**src/rtl/integer_alu_32_macros.svh**
```systemverilog
// assertion macros for the integer alu
`ifndef INTEGER_ALU_32_MACROS_SVH
`define INTEGER_ALU_32_MACROS_SVH
// implication checked on every clock edge outside reset
`define IA_ASSERT_IMP(lbl, clk, rst_n, ante, cons) \
    lbl: assert property (@(posedge clk) disable iff (!rst_n) (ante) |-> (cons)) \
        else $error("assertion failed");
// next-cycle implication outside reset
`define IA_ASSERT_NXT(lbl, clk, rst_n, ante, cons) \
    lbl: assert property (@(posedge clk) disable iff (!rst_n) (ante) |=> (cons)) \
        else $error("assertion failed");
`endif

```
**src/rtl/ia32_queue.sv**
```systemverilog
// short fifo that decouples the front and back ends
`default_nettype none
`include "integer_alu_32_macros.svh"
module ia32_queue #(
    parameter int DW    = 8,
    parameter int DEPTH = 4
) (
    input  wire logic          i_clk,
    input  wire logic          i_rst_n,
    input  wire logic          i_valid,
    output logic               o_ready,
    input  wire logic [DW-1:0] i_data,
    output logic               o_valid,
    input  wire logic          i_ready,
    output logic [DW-1:0]      o_data
);
    localparam int AW = (DEPTH > 1) ? $clog2(DEPTH) : 1;

    logic [DW-1:0]  r_mem [DEPTH];
    logic [AW-1:0]  r_wp, r_rp;
    logic [AW:0]    r_cnt;
    logic           wr, rd;

    assign o_ready = r_cnt != (AW+1)'(DEPTH);
    assign o_valid = r_cnt != '0;
    assign wr = i_valid && o_ready;
    assign rd = o_valid && i_ready;
    assign o_data = r_mem[r_rp];

    always_ff @(posedge i_clk) begin
        if (!i_rst_n) begin
            r_wp  <= '0;
            r_rp  <= '0;
            r_cnt <= '0;
        end else begin
            if (wr) r_wp <= (r_wp == AW'(DEPTH-1)) ? '0 : r_wp + 1'b1;
            if (rd) r_rp <= (r_rp == AW'(DEPTH-1)) ? '0 : r_rp + 1'b1;
            r_cnt <= r_cnt + (AW+1)'(wr) - (AW+1)'(rd);
        end
        if (wr) r_mem[r_wp] <= i_data;
    end

    `IA_ASSERT_IMP(a_q_bound, i_clk, i_rst_n, 1'b1, r_cnt <= (AW+1)'(DEPTH))
    `IA_ASSERT_NXT(a_q_fill, i_clk, i_rst_n, wr && !rd, r_cnt == $past(r_cnt) + 1'b1)
    `IA_ASSERT_NXT(a_q_drain, i_clk, i_rst_n, rd && !wr, r_cnt == $past(r_cnt) - 1'b1)
endmodule
`default_nettype wire

```
**config.mk**
```make
export PLATFORM = sky130hd
export DESIGN_NAME = ia32_queue
export DESIGN_NICKNAME = d
export VERILOG_FILES = /design/src/rtl/ia32_queue.sv
export VERILOG_INCLUDE_DIRS = /design/src /design/src/rtl
export SDC_FILE = /design/constraint.sdc
export NUM_CORES = 1
export LEC_CHECK = 0
export BUFFER_PORTS_ARGS = -buffer_cell sky130_fd_sc_hd__buf_2
export CORE_ASPECT_RATIO = 2
export CORE_MARGIN = 1.5
export CORE_UTILIZATION = 50
export DETAILED_ROUTE_END_ITERATION = 8
export GPL_TIMING_DRIVEN = 0
export MAX_ROUTING_LAYER = met4
export PLACE_DENSITY_LB_ADDON = 0.05
export SYNTH_ARGS = -nofsm -noshare
export SYNTH_HDL_FRONTEND = slang
export SYNTH_SLANG_ARGS = --single-unit
```
**constraint.sdc**
```tcl
create_clock -name i_clk -period 2.7 [get_ports i_clk]
set_input_delay 0.675 -clock i_clk [delete_from_list [all_inputs] [get_ports i_clk]]
set_output_delay 0.675 -clock i_clk [all_outputs]
set_load 0.02 [all_outputs]
```
# Word-level counts from Yosys, hierarchy flattened
# Memory sizes are Yosys's and may differ from the RTL's. A register that Yosys moved wholly into a read port is not among the register bits.
# Index checks and enable logic that the tools add are counted.
word_totals:
  regBits: 7
  mem_bits_rw: 32
  in_bits: 12
  out_inout_bits: 10
  word_cells: 20
  mem_count: 1
memory_table:
  columns: ["name", "words", "word_bits", "rd", "rd_clocked_by_memory_dff", "write_ports", "line", "rtl"]
  rows:
  - ["r_mem", 4, 8, 1, 1, 1, "ia32_queue.sv:19", "logic [DW-1:0] r_mem [DEPTH];"]
op_classes:
  addsub: 4
  n_eq_ne: 3
  mux: 6
  reduce_logical: 3
op_table:
  columns: ["cell", "count"]
  rows:
  - ["2-bit 2-to-1 mux", 4]
  - ["2-bit by 1-bit adder with 2-bit output (second input constant)", 2]
  - ["2-bit == test (second input constant)", 2]
  - ["3-bit by 1-bit adder with 3-bit output", 1]
  - ["3-bit inequality test (second input constant)", 1]
  - ["3-bit nonzero test", 1]
  - ["3-bit by 1-bit subtractor with 3-bit output", 1]
  - ["1-bit logical AND", 2]
  - ["1-bit 2-to-1 mux", 2]

# Longest topological paths before layout
# Gate-level depths: netlist of the first run.
logic_depth:
  word_depth: 4
  depth_mapped: 12
  mapped_depth_nobuf: 11

# Worst setup path before layout of the first run
# OpenSTA, ideal clock, no wires.
synth_path:
  path_type: "register to register"
  from: "register r_cnt[1]"
  to: "register r_cnt[2]"
  setup_time_ns: 0.115
  arrival_ns: 2.263
  required_time_ns: 2.585
  path_slack_ns: 0.323
  stages_incl_launch_ff: 13
  n_path_buf: 1
  period_less_slack_ns: 2.377
  path_cell_list: "dfxtp_1 or3b_1 buf_6 and2_4 inv_1 ha_1 inv_1 ha_1 inv_1 fa_1 xnor2_1 xnor2_1 and2_1"
synth_between:
  elab_chain_len: 4
  elab_cells_between_ends: 6
  cone_classes: "2 x add/sub; 1 x eq/ne; 3 x reduce/logical"
synth_lines:
  columns: ["item", "line", "rtl"]
  rows:
  - ["start, declared", "ia32_queue.sv:21", "logic [AW:0] r_cnt;"]
  - ["start signal, assigned", "ia32_queue.sv:38", "r_cnt <= r_cnt + (AW+1)'(wr) - (AW+1)'(rd);"]
  - ["3-bit inequality test", "ia32_queue.sv:24", "assign o_ready = r_cnt != (AW+1)'(DEPTH);"]
  - ["named net o_ready", "ia32_queue.sv:11", "output logic o_ready,"]
  - ["1-bit logical AND", "ia32_queue.sv:26", "assign wr = i_valid && o_ready;"]
  - ["3-bit by 1-bit adder with 3-bit output", "ia32_queue.sv:38", null]
  - ["3-bit by 1-bit subtractor with 3-bit output", "ia32_queue.sv:38", null]
# The timed path passes the listed nets, and every way through them passes these cells.
# A chain may end at the register's enable or synchronous reset.

# Final worst setup path of the first run
layout_path:
  from: "register r_cnt[2]"
  to: "register r_cnt[2]"
layout_between:
  elab_chain_len: 4
  elab_cells_between_ends: 6
  cone_classes: "2 x add/sub; 1 x eq/ne; 3 x reduce/logical"
layout_lines:
  columns: ["item", "line"]
  rows:
  - ["3-bit inequality test", "ia32_queue.sv:24"]
  - ["1-bit logical AND", "ia32_queue.sv:26"]
  - ["3-bit by 1-bit adder with 3-bit output", "ia32_queue.sv:38"]
  - ["3-bit by 1-bit subtractor with 3-bit output *", "ia32_queue.sv:38"]
# Mark *: on every way between the ends. The rest lies on a longest branch, timed or not.

==> results by group, run 1 <==
Outcome
  – Status: completed

Routing
  – Starting DRT DRC Count: 8
  – WL per Instance: ~16 um
  – # DRC: 0
  – Antenna-violating nets left: 0
  – Via density per instance: about 5.5
  – Pre-antenna DRT Iters: 4
  – Routed wire length: 2427 um
  – Routed vias: 841

Floorplan
  – Total core area: 0.003157 sq mm
  – Die Span Y: roughly 84 um
  – Initial Utilization: 51.92%
  – # rows: 29
  – Die span in x: 43.49 um
  – Die Area: 0.003651 sq mm
  – I/O pin cnt: 22

Yosys
  – Synth area leaders: edfxtp_1 59%, dfxtp_1 11%, mux4_2 11%, ha_1 5.3%, inv_1 1.4%
  – Number of synthesized flops with an enable pin: 32
  – #FFs+latches synth: between 40 and 50
  – Post-synthesis sequential area ratio: just under 70%
  – Mapped cell area: 0.001639 sq mm
  – Number of library cell types mapped by synthesis: 26
  – Post-Syn Area per Cell: 17.44 sq um
  – Most frequent cell after synthesis: edfxtp_1
  – Top FF cell, synth: edfxtp_1
  – Area leader, netlist: edfxtp_1
  – Synth top cells by count: 32 x edfxtp_1, 9 x dfxtp_1, 8 x mux4_2, 7 x ha_1, 6 x inv_1
  – Synthesized instance count: 94
  – Async set or reset register ratio after synthesis: 0%
  – Syn_nets: roughly 110
  – Yosys top cell area share: between 50% and 60%
  – Yosys warning count: 0

Setup path
  – Top fanout value on the critical path: 7
  – WP data arrival: ~2.6 ns
  – Critical path class: reg -> reg
  – Bufs and invs on worst path: 4
  – CP max stage delay: 0.39 ns
  – Worst Path Required: approximately 2.9 ns
  – Worst path top cell family by delay: adder cells
  – Worst-path cell chain: or3b_1, buf_6, and2_4, inv_1, ha_1, inv_1, ha_1, inv_1, fa_1, xnor2_1, xnor2_1, and2_1
  – CP endpoint kind: flop
  – CP dominant cell by count: inv_1
  – CP max stage cell: dfxtp_1
  – Type of origin of the critical path: flop

Final layout
  – Multi-input logic area: 451.7 sq um
  – Nets: approximately 140
  – Share of post-route cells with drive strength above 1: roughly a third
  – N_diodes: 0
  – P&R area growth vs syn: 16.64%
  – Sequential Area: 0.001141 sq mm
  – Layout fillers: around 260

STA
  – Slew @ Worst Pin: 0.5532 ns
  – PnR worst setup slack: between 0.2 and 0.25 ns
  – Slew Limit Fails: 0
  – Final setup viols: 0
  – RSZ-0062 raised after global routing: false
  – Slew HR: 62.80%
  – Min cycle time layout: between 2 and 2.5 ns
  – Post-route clock period utilization: 90.87%
  – Final hold viol count: 0
  – Layout Skew: between 0.003 and 0.004 ns
  – Setup TNS: 0 ns
  – Max Fclk: 407.6 MHz

Placement
  – PortBufs: 21
  – Detail Placement HPWL: roughly 1700 um
  – Placer Congestion: between 0.6 and 0.7
  – Placement Setup Slack: around 0.24 ns

Global routing
  – Largest net degree at the start of global routing: 14
  – GRT Residual Overflow: 0
  – Number of global-route vias before repair: roughly 900
  – Global-route wire length before repair: roughly 4000 um
  – Initial antenna violation count: 0
  – Tot GR Track Use: around 16%

Clock network
  – CTS tree: built
  – Post-CTS Hold Buffers: 0
  – Clk_lat worst skew: roughly 0.28 ns
  – Num CTS Buffers: 5
  – Clock slew at reported path FFs: around 0.070 ns
  – CTS max path bufs: 2
  – CTS H-Tree Depth: 2
  – Post-CTS Setup Inserts: 0
  – Clk sink count: roughly 40
  – Post-cts sizing count: 0
  – Clk root buf: clkbuf_8

Run
  – # Max-Cap Violations: 0

Worst hold path
  – Hold WC Path Type: reg -> reg

Power and ir drop
  – Peak VDD IR: roughly 0.56 mV
  – LEAKAGE: between 0.7 and 0.8 nW
  – Pwr dens: roughly 950 mW/mm^2
-- area by class of cell --
class	instances	area share, %
timing repair buffer	21	5.497
clock buffer	6	4.908
sequential	41	59.69
buffer	4	1.243
multi-input combinational	43	23.63
clock inverter	2	1.832
inverter	6	1.178
tap	31	2.029
-- placed cells by master (no fill, tap or decap), drive strengths merged, types with 2 or more instances in the layout --
cell type / n
o21ai: 3
edfxtp: 32
dfxtp: 9
and3: 4
and2: 3
buf: 24
inv: 6
ha: 7
mux4: 8
clkbuf: 7
nand2: 5
xnor2: 2
nor2: 2
nand3: 2
-- registers in the layout (all words and copies together) (netlist names), named ones only --
name,cells
r_mem,32
r_wp,2
r_rp,2
r_cnt,3
-- final timing paths --
path	start	end	slack [ns]	cells past startpoint
worst max-delay path	r_cnt[2]	r_cnt[2]	0.25	12
worst min-delay path	r_wp[1]	r_wp[1]	0.50	2
worst min register to register	r_wp[1]	r_wp[1]	0.50	2
worst max register to register	r_cnt[2]	r_cnt[2]	0.25	12
-- kinds of logic after synthesis --
family / share of synthesized area, %
AO/OA/AOI/OAI: 1.374
flip-flops: 69.62
multiplexers: 11.60
adder cells (fa/ha/maj): 6.565
AND/OR/NAND/NOR: 6.947
buffers and inverters: 2.824
XOR/XNOR: 1.069
-- through the flow --
step | hold slack [ns] | util (%) | std cells | area [sq um] | power (mW)
detailed placement | 0.4991 | 56.48 | 146 | 1783 | 1.318
finish | 0.5036 | 60.56 | 154 | 1912 | 1.820
global placement | 0.4837 | 56.48 | 146 | 1783 | 1.299
global route | 0.5324 | 60.56 | 154 | 1912 | 1.927
floorplan | 0.4677 | - | 94 | 1639 | 1.184
CTS | 0.5098 | 60.56 | 154 | 1912 | 1.846
-- power breakdown --
| group | total, mW | internal (mW) | switching, mW |
|---|---|---|---|
| registers | 0.814 | 0.772 | 0.0415 |
| logic | 0.480 | 0.220 | 0.260 |
| clock network | 0.526 | 0.330 | 0.196 |
-- worst reg2reg max path: cells and delay by family, from the launching register on --
family / cells / cell delay [ns]
xor+xnor: 2 / 0.27
fa+ha+maj: 3 / 0.71
buf+inv: 4 / 0.30
flops: 1 / 0.39
simple gates: 3 / 0.69
-- routing by layer --
metal / wire length, um / vias up / GRT usage [%]
li1: - / 408 / -
met1: 850 / 403 / 15.77
met2: 1428 / 25 / 27.41
met3: 105 / 5 / 5.628
met4: 43 / 0 / 8.264
met5: 0 / - / -
(Power assumes the default switching activity.)
==> run 2, diff against run 1 <==
--- a/config.mk
+++ b/config.mk
@@ -7,7 +7,7 @@
 export NUM_CORES = 1
 export LEC_CHECK = 0
 export BUFFER_PORTS_ARGS = -buffer_cell sky130_fd_sc_hd__buf_2
-export CORE_ASPECT_RATIO = 2
+export CORE_ASPECT_RATIO = 1.1
 export CORE_MARGIN = 1.5
 export CORE_UTILIZATION = 50
 export DETAILED_ROUTE_END_ITERATION = 8
@@ -17,3 +17,4 @@
 export SYNTH_ARGS = -nofsm -noshare
 export SYNTH_HDL_FRONTEND = slang
 export SYNTH_SLANG_ARGS = --single-unit
+export TNS_END_PERCENT = 100
==> results by group, run 2 (synthesis gave the netlist of run 1 again) <==
STA
  – RSZ-0062 raised after global routing: false
  – Setup TNS: 0 ns
  – Post-route clock period utilization: 91.52%
  – Min cycle time layout: around 2.5 ns
  – Slew Limit Fails: 0
  – Slew @ Worst Pin: ~0.49 ns
  – Max Fclk: slightly above 400 MHz
  – Slew HR: between 60 and 70%
  – Layout Skew: 0.009140 ns
  – PnR worst setup slack: between 0.2 and 0.25 ns
  – Final setup viols: 0
  – Final hold viol count: 0

Global routing
  – GRT Residual Overflow: 0
  – Global-route wire length before repair: slightly below 4000 um
  – Initial antenna violation count: 0
  – Tot GR Track Use: between 10% and 20%
  – Number of global-route vias before repair: ~810
  – Largest net degree at the start of global routing: 12

Placement
  – Placed cell count: about 150
  – PortBufs: 21
  – Placement Setup Slack: roughly 0.22 ns
  – Placer Congestion: 0.6714

Routing
  – WL per Instance: between 15 and 20 um
  – Routed wire length: 2399 um
  – Routed vias: ~830
  – Met1 Wirelength: approximately 980 um
  – Metal3 WL: 126 um
  – Antenna-violating nets left: 0
  – Via density per instance: 5.261
  – Pre-antenna DRT Iters: 4
  – # DRC: 0
  – Starting DRT DRC Count: 28
  – WL met2: 1233 um
  – Topmost layer with routed signal wires: met4

Final layout
  – Share of post-route cells with drive strength above 1: between 30% and 40%
  – Nets: ~140
  – Flip-flop count of the largest register after layout: 32
  – N_diodes: 0
  – Most common cell after layout, fill and taps aside: edfxtp_1
  – Largest registers: r_mem (32), r_cnt (3)
  – Largest register by flop count: r_mem
  – Most frequent cells in the layout: 32 x edfxtp_1, 22 x buf_2, 9 x dfxtp_1
  – Cell Count, Final, Fillers Out: ~160
  – P&R area growth vs syn: 11.98%

Setup path
  – Worst reg2reg path depth: 12
  – Top fanout value on the critical path: 7
  – Critical path class: reg -> reg
  – CP max stage cell: or3b_1
  – CP endpoint kind: flop
  – Worst-path cell chain: or3b_1, buf_6, and2_4, inv_1, ha_1, inv_1, ha_1, inv_1, fa_1, xnor2_1, xnor2_1, and2_1
  – Flop2flop setup slack: 0.23 ns
  – CP max stage delay: just over 0.4 ns
  – WP data arrival: 2.71 ns
  – CP dominant cell by count: inv_1
  – Critical R2R Launch: r_cnt[1]
  – FF-to-FF End: r_cnt[2]
  – Type of origin of the critical path: flop
  – Worst Path Required: 2.94 ns

Floorplan
  – I/O pin cnt: 22
  – Die Span Y: 63.05 um
  – Total core area: between 0.003 and 0.004 sq mm
  – Die Area: 0.003631 sq mm
  – # rows: 21
  – Initial Utilization: between 50% and 60%
  – Die span in x: approximately 58 um

Clock network
  – CTS tree: built
  – Clock slew at reported path FFs: 0.10 ns
  – Post-CTS Hold Buffers: 0
  – Clk sink count: just over 40
  – Post-cts sizing count: 0
  – Num CTS Buffers: 5
  – Post-CTS Setup Inserts: 0
  – Clk root buf: clkbuf_4
  – Clk_lat worst skew: between 0.3 and 0.4 ns
  – CTS max path bufs: 2
  – CTS H-Tree Depth: 2

Power and ir drop
  – Pwr dens: around 850 mW/mm^2
  – Flop pwr share: 52.0%
  – LEAKAGE: between 0.6 and 0.7 nW
  – Sw Pwr: 0.4683 mW
  – Combinational cell fraction of total power: 30.4%
  – Internal power: 1.095 mW
  – Clock power frac: about 18%
  – Switching share of power: 29.95%
  – Peak VDD IR: 0.5659 mV

Worst hold path
  – Min-delay src: r_wp[1]
  – Hold WC Path Type: reg -> reg
  – Hold Path Depth: 2
  – Hold path endpoint: r_wp[1]

Run
  – # Max-Cap Violations: 0

Outcome
  – Status: completed
run 2: cell types whose count changed in the layout (fill, tap and decap cells not counted):
cell	delta
bufinv_16	-1
clkinv_2	-1
clkbuf_1	+3
clkbuf_4	+5
clkbuf_8	-5
clkbuf_16	-1
run 2: metrics by stage:
step,power [mW],util (%),area [sq um],hold slack [ns]
floorplan,1.184,-,1639,0.4677
global route,1.666,59.71,1836,0.5224
finish,1.563,59.71,1836,0.5116
global placement,1.302,58.12,1787,0.4814
detailed placement,1.313,58.12,1787,0.5008
CTS,1.589,59.71,1836,0.5150
run 2: worst max-delay path by stage:
stage                     startpoint        to  cells after the start
after floorplan             r_cnt[1]  r_cnt[2]                     12
after global placement      r_cnt[1]  r_cnt[2]                     12
after detailed placement    r_cnt[2]  r_cnt[2]                     12
after CTS                   r_cnt[1]  r_cnt[2]                     12
after global routing        r_cnt[2]  r_cnt[2]                     12
final                       r_cnt[1]  r_cnt[2]                     12
run 2: layout make-up:
cell class              instances  area (sq um)
well taps                      34         42.54
fillers                       255          1239
multi-input cells              43         451.7
plain buffers                   4         23.77
flip-flops and latches         41          1141
repair buffers                 21         105.1
inverters                       6         22.52
clock buffers                   8         48.80
run 2: per-layer routing:
layer | vias up | GRT usage [%]
li1 | 406 | -
met2 | 21 | 24.72
met4 | 0 | 6.977
met3 | 7 | 6.571
met5 | - | -
met1 | 392 | 17.00
run 2: worst max-delay path: cells and delay by family, from the launching register on:
kind | cells | cell delay (ns)
and+or+nand+nor | 3 | 0.72
adders and majority gates | 3 | 0.72
DFF | 1 | 0.38
buffers and inverters | 4 | 0.29
xor gates and xnor gates | 2 | 0.26
run 2: power by group through the flow:
stage | Combinational (mW) | Clock (mW) | Sequential, mW
finish | 0.476 | 0.274 | 0.813
global route | 0.531 | 0.312 | 0.824
CTS | 0.486 | 0.289 | 0.815
detailed placement | 0.484 | 0 | 0.829
global placement | 0.480 | 0 | 0.822
floorplan | 0.368 | 0 | 0.816
